### config.mk
export PLATFORM = sky130hd
export DESIGN_NAME = packed_volume_to_double_flat
export DESIGN_NICKNAME = d
export VERILOG_FILES = /design/src/design/pvd_pkg.sv /design/src/design/pvd_if.sv /design/src/design/packed_volume_to_double.sv /design/src/flat_wrapper.sv
export SDC_FILE = /design/constraint.sdc
export NUM_CORES = 1
export LEC_CHECK = 0
export ABC_AREA = 1
export CORE_MARGIN = 2
export CORE_UTILIZATION = 55
export CTS_BUF_LIST = sky130_fd_sc_hd__clkbuf_2 sky130_fd_sc_hd__clkbuf_4 sky130_fd_sc_hd__clkbuf_8
export CTS_CLUSTER_SIZE = 40
export DETAILED_ROUTE_END_ITERATION = 7
export DONT_BUFFER_PORTS = 1
export PLACE_DENSITY_LB_ADDON = 0.2
export SLEW_MARGIN = 20
export SYNTH_ARGS = -nofsm -noshare
export SYNTH_HDL_FRONTEND = slang
export SYNTH_SLANG_ARGS = --single-unit
export TNS_END_PERCENT = 30
### constraint.sdc
create_clock -name clk_i -period 9.21 [get_ports clk_i]
set_input_delay 1.842 -clock clk_i [delete_from_list [all_inputs] [get_ports clk_i]]
set_output_delay 1.842 -clock clk_i [all_outputs]
set_load 0.005 [all_outputs]
### src/design/pvd_pkg.sv
// package: field widths and constants for the packed volume decoder
`default_nettype none
package pvd_pkg;
  localparam int unsigned RawW = 32;
  localparam int unsigned OutW = 64;
  localparam int unsigned MantW = 26;
  localparam int unsigned ExpW = 11;
  localparam int unsigned FracW = 52;
  localparam logic [7:0] HSplit = 8'h80;
  localparam logic [ExpW-1:0] ExpBias = 11'd1023;
  localparam logic [ExpW-1:0] ExpOff = 11'd127;
  typedef logic [RawW-1:0] raw_t;
  typedef logic [OutW-1:0] bits_t;
endpackage
`default_nettype wire

### src/design/pvd_if.sv
// interfaces: valid/ready channels for raw words and double patterns
`default_nettype none
interface pvd_raw_if;
  logic valid;
  logic ready;
  pvd_pkg::raw_t raw_word;
  modport source (output valid, output raw_word, input ready);
  modport sink (input valid, input raw_word, output ready);
endinterface

interface pvd_out_if;
  logic valid;
  logic ready;
  pvd_pkg::bits_t volume_bits;
  modport source (output valid, output volume_bits, input ready);
  modport sink (input valid, input volume_bits, output ready);
endinterface
`default_nettype wire

### src/design/packed_volume_to_double.sv
// top level: packed volume word to binary64 bit pattern, three-stage pipeline
`default_nettype none
// Converts one packed 32-bit volume word per cycle into the bit pattern of a
// positive IEEE-754 double. An item passes through three register stages, and
// the result is valid once it reaches stage three, where it waits to be taken.
// Throughput is one item per cycle while the output side takes items.
// Stage one splits the word and forms the biased exponent base and the
// mantissa terms, stage two adds the mantissa, stage three finds the leading
// one (bit 23, 24 or 25) and packs exponent and fraction. A stall on the
// output freezes all stages that hold an item; a stage with a bubble keeps
// filling, so nothing is lost or repeated.
module packed_volume_to_double (
  input  wire logic clk_i,
  input  wire logic rst_ni,
  pvd_raw_if.sink   in_i,
  pvd_out_if.source out_o
);
  import pvd_pkg::*;

  logic v1_q, v2_q, v3_q;
  logic en1, en2, en3;
  // stage 1 payload
  logic [ExpW-1:0] eb1_q;
  logic [MantW-1:0] t1_q, low1_q;
  // stage 2 payload
  logic [ExpW-1:0] eb2_q;
  logic [MantW-1:0] m2_q;
  // stage 3 payload
  bits_t out_q;

  assign en3 = !v3_q || out_o.ready;
  assign en2 = !v2_q || en3;
  assign en1 = !v1_q || en2;
  assign in_i.ready = en1;

  // stage 1 decode
  logic [7:0] lbyte, hb;
  logic [ExpW-1:0] eb1_d;
  logic [MantW-1:0] t1_d, low1_d;
  always_comb begin
    lbyte = in_i.raw_word[31:24];
    hb = in_i.raw_word[23:16];
    // biased exponent for leading one at bit 23: 2L - 127 + 1023, mod 2^11
    eb1_d = {{2{lbyte[7]}}, lbyte, 1'b0} - ExpOff + ExpBias;
    if (hb > HSplit) begin
      t1_d = MantW'({7'd64 + {1'b0, hb[6:0]}, 17'd0});
    end else begin
      t1_d = MantW'({hb, 16'd0});
    end
    t1_d = t1_d + MantW'(24'h800000);
    if (hb[7]) begin
      low1_d = MantW'({in_i.raw_word[15:0], 1'b0});
    end else begin
      low1_d = MantW'(in_i.raw_word[15:0]);
    end
  end

  // stage 3 normalize and pack
  logic [ExpW-1:0] eb3;
  logic [FracW-1:0] frac3;
  always_comb begin
    priority if (m2_q[25]) begin
      eb3 = eb2_q + 11'd2;
      frac3 = {m2_q[24:0], 27'd0};
    end else if (m2_q[24]) begin
      eb3 = eb2_q + 11'd1;
      frac3 = {m2_q[23:0], 28'd0};
    end else begin
      eb3 = eb2_q;
      frac3 = {m2_q[22:0], 29'd0};
    end
  end

  always_ff @(posedge clk_i or negedge rst_ni) begin
    if (!rst_ni) begin
      v1_q <= 1'b0;
      v2_q <= 1'b0;
      v3_q <= 1'b0;
    end else begin
      if (en1) v1_q <= in_i.valid;
      if (en2) v2_q <= v1_q;
      if (en3) v3_q <= v2_q;
    end
  end

  always_ff @(posedge clk_i) begin
    if (en1) begin
      eb1_q <= eb1_d;
      t1_q <= t1_d;
      low1_q <= low1_d;
    end
    if (en2) begin
      eb2_q <= eb1_q;
      m2_q <= t1_q + low1_q;
    end
    if (en3) out_q <= {1'b0, eb3, frac3};
  end

  assign out_o.valid = v3_q;
  assign out_o.volume_bits = out_q;

  // mantissa always has its leading one at bit 23..25
  a_mant_norm: assert property (@(posedge clk_i) disable iff (!rst_ni)
    v2_q |-> (m2_q[25:23] != 3'b000)) else $error("mantissa out of range");
  // sign bit is always clear on a valid result
  a_sign: assert property (@(posedge clk_i) disable iff (!rst_ni)
    v3_q |-> !out_q[63]) else $error("negative result");
  // stalled result holds
  a_hold: assert property (@(posedge clk_i) disable iff (!rst_ni)
    v3_q && !out_o.ready |=> v3_q && $stable(out_q)) else $error("result lost");
endmodule
`default_nettype wire

### src/flat_wrapper.sv
// flat-port wrapper written by rule: the top's interface ports become plain ports
module packed_volume_to_double_flat import pvd_pkg::*;
  (clk_i, rst_ni, in_i_valid, in_i_raw_word, in_i_ready, out_o_valid, out_o_volume_bits, out_o_ready);
  pvd_raw_if in_i_i ();
  pvd_out_if out_o_i ();
  input  wire logic clk_i;
  input  wire logic rst_ni;
  input wire logic [$bits(in_i_i.valid)-1:0] in_i_valid;
  input wire logic [$bits(in_i_i.raw_word)-1:0] in_i_raw_word;
  output wire logic [$bits(in_i_i.ready)-1:0] in_i_ready;
  output wire logic [$bits(out_o_i.valid)-1:0] out_o_valid;
  output wire logic [$bits(out_o_i.volume_bits)-1:0] out_o_volume_bits;
  input wire logic [$bits(out_o_i.ready)-1:0] out_o_ready;
  assign in_i_i.valid = in_i_valid;
  assign in_i_i.raw_word = in_i_raw_word;
  assign in_i_ready = in_i_i.ready;
  assign out_o_valid = out_o_i.valid;
  assign out_o_volume_bits = out_o_i.volume_bits;
  assign out_o_i.ready = out_o_ready;
  packed_volume_to_double u_core (.clk_i(clk_i), .rst_ni(rst_ni), .in_i(in_i_i), .out_o(out_o_i));
endmodule
-- Yosys cells after proc, flatten, opt, wreduce, memory -nomap -nowiden
Cells that the tools add are included.
- register bits after elaboration: 166
- bits of input ports: 36
- output and inout port bits: 66
- $add $sub $neg: 7
- order comparisons: 1
- mux-type cells: 6
- reduce and logical (&&, ||, !) cells: 6
- operator list (cell ; number):
    two-way mux 52 bit ; 2
    adder 25 x 24 -> 26 bit (second input constant) ; 1
    adder 26 bit ; 1
    two-way mux 25 bit ; 1
    two-way mux 11 bit ; 2
    two-way mux 16 bit ; 1
    adder 11 x 1 -> 11 bit (second input constant) ; 1
    adder 11 x 10 -> 11 bit (second input constant) ; 1
    adder 11 x 2 -> 11 bit (second input constant) ; 1
    subtractor 9 x 8 -> 10 bit (second input constant) ; 1
    adder 7 x 7 -> 8 bit (first input constant) ; 1
    greater-than comparator 8 bit (second input constant) ; 1
    logical NOT 1 bit ; 3
    logical OR 1 bit ; 3

-- Longest topological paths before layout
Gate-level depths: netlist of run 1.
- depth in word-level cells: 4
- depth in mapped cells: 7

-- Worst setup path after synthesis of run 1
No wires, ideal clock.
- path kind: input to output
- start point: input port out_o_ready
- end point: output port in_i_ready
- data arrival time: 3.721 ns
- data required time: 7.368 ns
- path slack: 3.647 ns
- stages: 4
- cells stage by stage: inv_1 nand2_1 nor2_1 nand2_1
- longest elaborated chain between the ends: 3
- ends and longest elaborated chain (element ; RTL line ; source):
    start: declaration ; flat_wrapper.sv:13 ; input wire logic [$bits(out_o_i.ready)-1:0] out_o_ready;
    logical OR 1 bit ; packed_volume_to_double.sv:31 ; assign en3 = !v3_q || out_o.ready;
    net u_core.en3 ; packed_volume_to_double.sv:21 ; logic en1, en2, en3;
    logical OR 1 bit ; packed_volume_to_double.sv:32 ; assign en2 = !v2_q || en3;
    logical OR 1 bit ; packed_volume_to_double.sv:33 ; assign en1 = !v1_q || en2;
    end: declaration ; flat_wrapper.sv:10 ; output wire logic [$bits(in_i_i.ready)-1:0] in_i_ready;
The timed path passes the listed nets, and every way through them passes these cells.

-- Worst setup path in the final report of run 1
Same ends and word-level chain as after synthesis.

==> key figures, run 1 <==
Timing
  – Min Clock Period, post-route: 4.77 ns
  – Post-Route Setup TNS: 0 ns
  – Fmax: 210 MHz
  – Final-report hold violation count: 0
  – Slew HR: 0.446
  – Max-slew violations: 0
  – RSZ-0062 raised after global routing: no
  – Final worst slack: 4.44 ns
  – Final setup fails: 0
  – Period Utilization, post-route: 0.518
  – Worst clock skew: 0.0145 ns
  – Measured slew at the worst slew-check pin: 0.831 ns

Worst setup path
  – Critical Path RT: 7.37 ns
  – Crit path DAT: 2.93 ns
  – Crit. End Element: primary output
  – Crit path largest cell delay: 0.40 ns
  – Slowest-stage cell, CP: buf_4
  – Reg2reg end: u_core.low1_q[5]
  – R2r startpoint: u_core.out_o.valid
  – CP Cell Sequence: inv_1, nand2_1, buf_4, nor2_1, nand2_1, buf_4
  – Critical path class: input pin to primary output
  – Crit-path max FO: 39
  – Setup slack, reg-to-reg: 7.35 ns
  – Startpoint Class: input pin
  – Top Family by Delay on Critical Path: buffers and inverters
  – Critical path buffers and inverters: 3
  – R2R depth: 5

Die
  – Die width: 98.6 um
  – Initial Utilization: 0.565
  – Ports: 102
  – DIE AREA: 9730 um2
  – Core area: 8720 um2
  – Die H: 98.6 um
  – Row count: 34

Synthesis
  – Synthesized flop and latch total: 112
  – Mapped Cells: 423
  – Unique cell type count in the Yosys netlist: 26
  – Number of enable flip-flop cells after synthesis: 109
  – Ys flop type: edfxtp_1
  – Yosys warns: 0
  – Post-Synthesis Cell Area: 4920 um2
  – Mean area per synthesized cell: 11.6 um2
  – FFs w/ async S/R, synth: 0.0268
  – Sequential area share after synthesis: 0.680

Routing
  – Routed Antenna Nets: 0
  – Drt total wl: 7.17 mm
  – Post-route DRC: 0
  – Pre-Repair DR Iteration Count: 4
  – Vias post-DR: 2695
  – Initial DRC count: 121
  – Wire per inst: 13.6 um
  – Via-to-Cell Ratio: 5.09

Finish
  – Storage element area: 3350 um2
  – Final net count: 458
  – Area Growth Syn to Fin: 2.26%
  – # fillers: 706
  – Layout cells sized above 1: 0.0713
  – # diodes: 0
  – Area of the multi-input gates: 1180 um2

Clock tree
  – Clk sinks: 112
  – Later-pin clock latency in the skew report: 0.36 ns
  – Inserted Clock Buffers: 9
  – Number of setup buffers added after CTS: 0
  – Deepest clock path buffer count: 2
  – CTS root buf: clkbuf_8
  – Clock transition at path regs: 0.09 ns
  – Hold_buf cts: 0
  – CTS resizes: 0
  – H-tree depth: 3
  – CTS tree: built

GRT
  – Gr usage total: 0.152
  – First-pass GRT wire length: 11.5 mm
  – Vias in the first global route: 2434
  – Largest net degree at the start of global routing: 40
  – Initial antenna violation count: 0
  – Grt total ovfl: 0

Power
  – Total power: 1.08 mW
  – LEAKAGE: 2.07 nW
  – VDD IR max: 0.0762 mV
  – PD cells: 214 nW/um2

Placement
  – Hpwl dp: 4.98 mm
  – Final RePlAce weighted congestion: 0.757
  – Pre-CTS setup slack: 4.42 ns
  – Number of port buffers: 0

Worst hold path
  – Hold WC Path Type: flip-flop to flip-flop
  – Hold Path End: u_core.m2_q[6]
  – Worst Hold Depth: 0
  – Hold_sp: u_core.low1_q[6]

Outcome
  – Status: finished, final reports clean

Job
  – Max-cap violations: 0
## how the worst max path moves through the flow
stage,startpoint,endpoint,slack [ns],cells after the start
global placement,out_o_ready,in_i_ready,4.43,6
floorplan,out_o_ready,in_i_ready,3.65,4
global route,out_o_ready,in_i_ready,4.25,6
detailed placement,out_o_ready,in_i_ready,4.42,6
CTS,out_o_ready,in_i_ready,4.42,6
finish,out_o_ready,in_i_ready,4.44,6
## flip-flops by register name, summed over array words and instances (netlist names)
register                  cells
u_core.m2_q                  26
u_core.v1_q                   1
u_core.out_o.volume_bits     36
u_core.eb1_q                 10
u_core.t1_q                  10
u_core.v2_q                   1
u_core.eb2_q                 10
u_core.out_o.valid            1
u_core.low1_q                17
## cell usage after synthesis, types with 4 or more instances
master | number | area, um2
edfxtp_1 | 109 | 3270
nand2_1 | 91 | 342
inv_1 | 40 | 150
a21oi_1 | 39 | 195
nor2_1 | 33 | 124
buf_4 | 29 | 218
o21ai_0 | 18 | 90.1
nand3_1 | 8 | 40.0
buf_2 | 7 | 35.0
buf_6 | 6 | 67.6
clkbuf_1 | 6 | 22.5
ha_1 | 5 | 62.6
nand4_1 | 5 | 31.3
xnor2_1 | 5 | 43.8
xor2_1 | 5 | 43.8
a21oi_2 | 4 | 35.0
## area by class of cell
cell class,count,share of cell area
flip-flops and latches,112,0.665
multi-input cells,249,0.235
inverters,41,0.0306
well taps,108,0.0268
clock buffers,10,0.0261
clock inverters,5,0.0112
repair buffers,4,0.00596
## worst reg2reg max path, stage by stage, from the launching register on
cell,delay (ns)
dfrtp_1,0.40
nand2_1,0.07
buf_4,0.40
nor2_1,0.13
nand2_1,0.08
buf_4,0.40
## metal layers
| metal | up-vias | GRT usage | share of wire | routed length (um) |
|---|---|---|---|---|
| li1 | 1343 | - | - | - |
| met1 | 1220 | 0.230 | 0.51 | 3670 |
| met5 | - | 0 | 0 | 0 |
| met3 | 12 | 0.0340 | 0.060 | 429 |
| met2 | 120 | 0.207 | 0.40 | 2900 |
| met4 | 0 | 0.0759 | 0.024 | 170 |
## cell usage in the layout, fill, tap and decap left out, types with 2 or more instances in the layout
cell and instances:
dfrtp_1 3, xor2_1 5, a21oi_2 4, nand3_1 8, xnor2_1 5, clkinv_2 2, nand2_1 91, o21ai_0 18
nor2_4 2, edfxtp_1 109, nand4_1 5, conb_1 28, buf_4 4, ha_1 5, inv_1 40, clkbuf_8 9
nor2_1 33, a21oi_1 39
## report_power, final
part	internal [mW]	leakage, nW	switching (mW)
logic	0.0355	0.827	0.0737
registers	0.649	1.15	0.0444
clock network	0.127	0.0959	0.149
total	0.812	2.07	0.267
## cell families (layout without fill, tap and decap cells)
family          after synthesis  in the layout  synth area share
simple gates                143            143             0.119
other cells                   1             28          0.000761
xor+xnor                     10             10            0.0178
mux                           1              1           0.00203
fa+ha+maj                     5              5            0.0127
flops                       112            112             0.680
buf+inv                      89             60             0.101
compound gates               62             62            0.0666
## through the flow
stage / instance area (um2) / utilization / cells / hold slack, ns
after floorplan: 5030 / - / 450 / 0.400
after global placement: 4850 / 0.556 / 514 / 0.403
after detailed placement: 4850 / 0.556 / 514 / 0.406
after CTS: 5040 / 0.577 / 529 / 0.422
after global routing: 5040 / 0.577 / 529 / 0.431
final: 5040 / 0.577 / 529 / 0.421
Power figures use the tool's default switching activity.
==> inputs of run 2 (changes only) <==
Settings changed: ABC_AREA 1 to 0.
Clock period 9.21 ns to 3.9 ns, I/O delays scaled along.
==> key figures, run 2 <==
Timing
  – Final-report hold violation count: 0 (unchanged)
  – Max-slew violations: 0 (unchanged)
  – Final worst slack: 2.10 ns (was 4.44 ns)
  – RSZ-0062 raised after global routing: no (unchanged)
  – Fmax: 554 MHz
  – Period Utilization, post-route: 0.463
  – Worst clock skew: 0.0135 ns (was 0.0145 ns)
  – Measured slew at the worst slew-check pin: 0.897 ns (was 0.831 ns)
  – Slew HR: 0.402 (was 0.446)
  – Post-Route Setup TNS: 0 ns (unchanged)
  – Final setup fails: 0 (unchanged)
  – Min Clock Period, post-route: 1.80 ns

Routing
  – Routed Antenna Nets: 0 (unchanged)
  – Drt total wl: 6.89 mm (was 7.17 mm)
  – Vias post-DR: 2188 (was 2695)
  – Initial DRC count: 80 (was 121)
  – Post-route DRC: 0 (unchanged)
  – Pre-Repair DR Iteration Count: 4 (unchanged)
  – Wire per inst: 16.3 um (was 13.6 um)
  – Via-to-Cell Ratio: 5.17 (was 5.09)

Clock tree
  – CTS resizes: 0 (unchanged)
  – H-tree depth: 3 (unchanged)
  – Clock transition at path regs: 0.11 ns (was 0.09 ns)
  – Inserted Clock Buffers: 9 (unchanged)
  – Later-pin clock latency in the skew report: 0.36 ns (about the same)
  – CTS tree: built (unchanged)
  – Hold_buf cts: 0 (unchanged)
  – Clk sinks: 112 (unchanged)
  – Deepest clock path buffer count: 2 (unchanged)
  – Number of setup buffers added after CTS: 0 (unchanged)
  – CTS root buf: clkbuf_8 (unchanged)

Synthesis
  – Cell with the most instances after synthesis: edfxtp_1 (unchanged)
  – Top cells by count, synth: edfxtp_1 (109), buf_4 (33), nand2_1 (27) (was edfxtp_1 (109), nand2_1 (91), inv_1 (40))
  – Yosys warns: 0 (unchanged)
  – Mean area per synthesized cell: 15.4 um2 (was 11.6 um2)
  – Post-Synthesis Cell Area: 4820 um2 (was 4920 um2)
  – Share of the synthesized area in the top cell type: 0.679 (was 0.665)
  – FFs w/ async S/R, synth: 0.0268 (unchanged)
  – Synthesized flop and latch total: 112 (unchanged)
  – Mapped Cells: 314 (was 423)
  – Area contributors post-synth: edfxtp_1 (68%), buf_4 (5.1%), mux2_2 (5.1%), mux2i_1 (4.6%), o21ai_0 (2.5%) (was edfxtp_1 (66%), nand2_1 (6.9%), buf_4 (4.4%), a21oi_1 (4.0%), inv_1 (3.0%))
  – Ys flop type: edfxtp_1 (unchanged)
  – Unique cell type count in the Yosys netlist: 30 (was 26)
  – Number of enable flip-flop cells after synthesis: 109 (unchanged)
  – Yosys top cell by area: edfxtp_1 (unchanged)
  – Sequential area share after synthesis: 0.694 (was 0.680)

Worst setup path
  – Crit. End Element: primary output (unchanged)
  – Critical Path RT: 3.12 ns (was 7.37 ns)
  – CP Cell Sequence: nand4b_1 (was inv_1, nand2_1, buf_4, nor2_1, nand2_1, buf_4)
  – Slowest-stage cell, CP: nand4b_1 (was buf_4)
  – Critical path class: input pin to primary output (unchanged)
  – Crit path DAT: 1.02 ns (was 2.93 ns)
  – Startpoint Class: input pin (unchanged)
  – Crit-path max FO: 3 (was 39)
  – Top Family by Delay on Critical Path: simple AND/OR/NAND/NOR gates (was buffers and inverters)
  – Critical path buffers and inverters: 0 (was 3)
  – Crit path largest cell delay: 0.24 ns (was 0.40 ns)

Placement
  – Hpwl dp: 4.81 mm (was 4.98 mm)
  – Pre-CTS setup slack: 2.01 ns (was 4.42 ns)
  – Number of port buffers: 0 (unchanged)
  – Final RePlAce weighted congestion: 0.776 (was 0.757)
  – Placed cell count: 407 (was 514)

GRT
  – Largest net degree at the start of global routing: 41 (was 40)
  – Gr usage total: 0.151 (was 0.152)
  – Grt total ovfl: 0 (unchanged)
  – Vias in the first global route: 2239 (was 2434)
  – First-pass GRT wire length: 11.1 mm (was 11.5 mm)
  – Initial antenna violation count: 0 (unchanged)

Finish
  – Area Growth Syn to Fin: 3.42% (was 2.26%)
  – Layout cells sized above 1: 0.156 (was 0.0713)
  – Most frequent cells in the layout: edfxtp_1 (109), conb_1 (28), nand2_1 (27), o21ai_0 (24) (was edfxtp_1 (109), nand2_1 (91), inv_1 (40), a21oi_1 (39), nor2_1 (33))
  – # diodes: 0 (unchanged)
  – Max reg flops: 36 (unchanged)
  – Final net count: 351 (was 458)
  – Util after Layout: 0.581 (was 0.577)
  – # fillers: 690 (was 706)
  – Most common cell after layout, fill and taps aside: edfxtp_1 (unchanged)
  – Non-filler instance count after layout: 423 (was 529)

Worst hold path
  – Hold WC Path Type: input pin to asynchronous set/reset pin (was flip-flop to flip-flop)

Power
  – VDD IR max: 0.217 mV (was 0.0762 mV)
  – PD cells: 516 nW/um2 (was 214 nW/um2)
  – LEAKAGE: 1.82 nW (was 2.07 nW)

Die
  – Die H: 97.6 um (was 98.6 um)
  – DIE AREA: 9530 um2 (was 9730 um2)
  – Row count: 34 (unchanged)
  – Die width: 97.6 um (was 98.6 um)
  – Ports: 102 (unchanged)
  – Core area: 8590 um2 (was 8720 um2)
  – Initial Utilization: 0.561 (was 0.565)

Outcome
  – Status: finished, final reports clean (unchanged)

Job
  – Max-cap violations: 0 (unchanged)
==> run 2: cell count changes after synthesis, sizes merged, moves of 5 or more <==
cell	previous run	this run
nand2	92	27
a21oi	43	0
inv	41	4
nor2	36	1
mux2	0	22
mux2i	1	22
xnor2	5	13
o21ai	18	24
buf	42	37
nand2b	0	5
==> run 2: worst paths after layout <==
kind                            slack (ns)              start  cells past startpoint                            to
worst max-delay path                  2.10        out_o_ready                      1                    in_i_ready
worst min-delay path                   0.1             rst_ni                      0            u_core.out_o.valid
worst max register to register        2.32    u_core.m2_q[24]                      3  u_core.out_o.volume_bits[36]
worst min register to register        0.43  u_core.low1_q[11]                      0               u_core.m2_q[11]
max in group asynchronous             3.73             rst_ni                      0                   u_core.v1_q
min in group clk_i                    0.43  u_core.low1_q[11]                      0               u_core.m2_q[11]
==> run 2: logic make-up after synthesis <==
kind of cell               after synthesis  synth area share
other                                    1          0.000777
DFF                                    112             0.694
xor gates and xnor gates                17            0.0309
adders and majority gates                5            0.0130
and+or+nand+nor                         60            0.0693
AOI/OAI and AO/OA                       25            0.0267
muxes                                   44            0.0970
buffers and inverters                   50            0.0682
==> run 2: area by class of cell <==
type | count | area (um2) | area share
sequential | 112 | 3350 | 0.671
multi-input combinational | 179 | 1250 | 0.251
tap | 108 | 135 | 0.0271
clock buffer | 9 | 124 | 0.0248
clock inverter | 7 | 86.3 | 0.0173
timing repair buffer | 4 | 30.0 | 0.00602
inverter | 4 | 15.0 | 0.00301
==> run 2: routing by layer <==
layer / GRT usage / up-vias / part of all wire
met1: 0.192 / 1034 / 0.43
met3: 0.0460 / 4 / 0.057
li1: - / 1075 / -
met2: 0.253 / 75 / 0.50
met5: 0 / - / 0
met4: 0.0417 / 0 / 0.0074
==> run 2: through the flow <==
step	instance area (um2)	power, mW	hold WS [ns]
after floorplan	4920	1.85	0.400
after global placement	4780	1.88	0.401
after detailed placement	4780	1.89	0.405
after CTS	4990	2.59	0.0838
after global routing	4990	2.69	0.0620
final	4990	2.57	0.0953
==> run 2: where the power goes <==
| part | switching, mW | internal [mW] |
|---|---|---|
| registers | 0.110 | 1.53 |
| logic | 0.122 | 0.0966 |
| clock network | 0.401 | 0.312 |
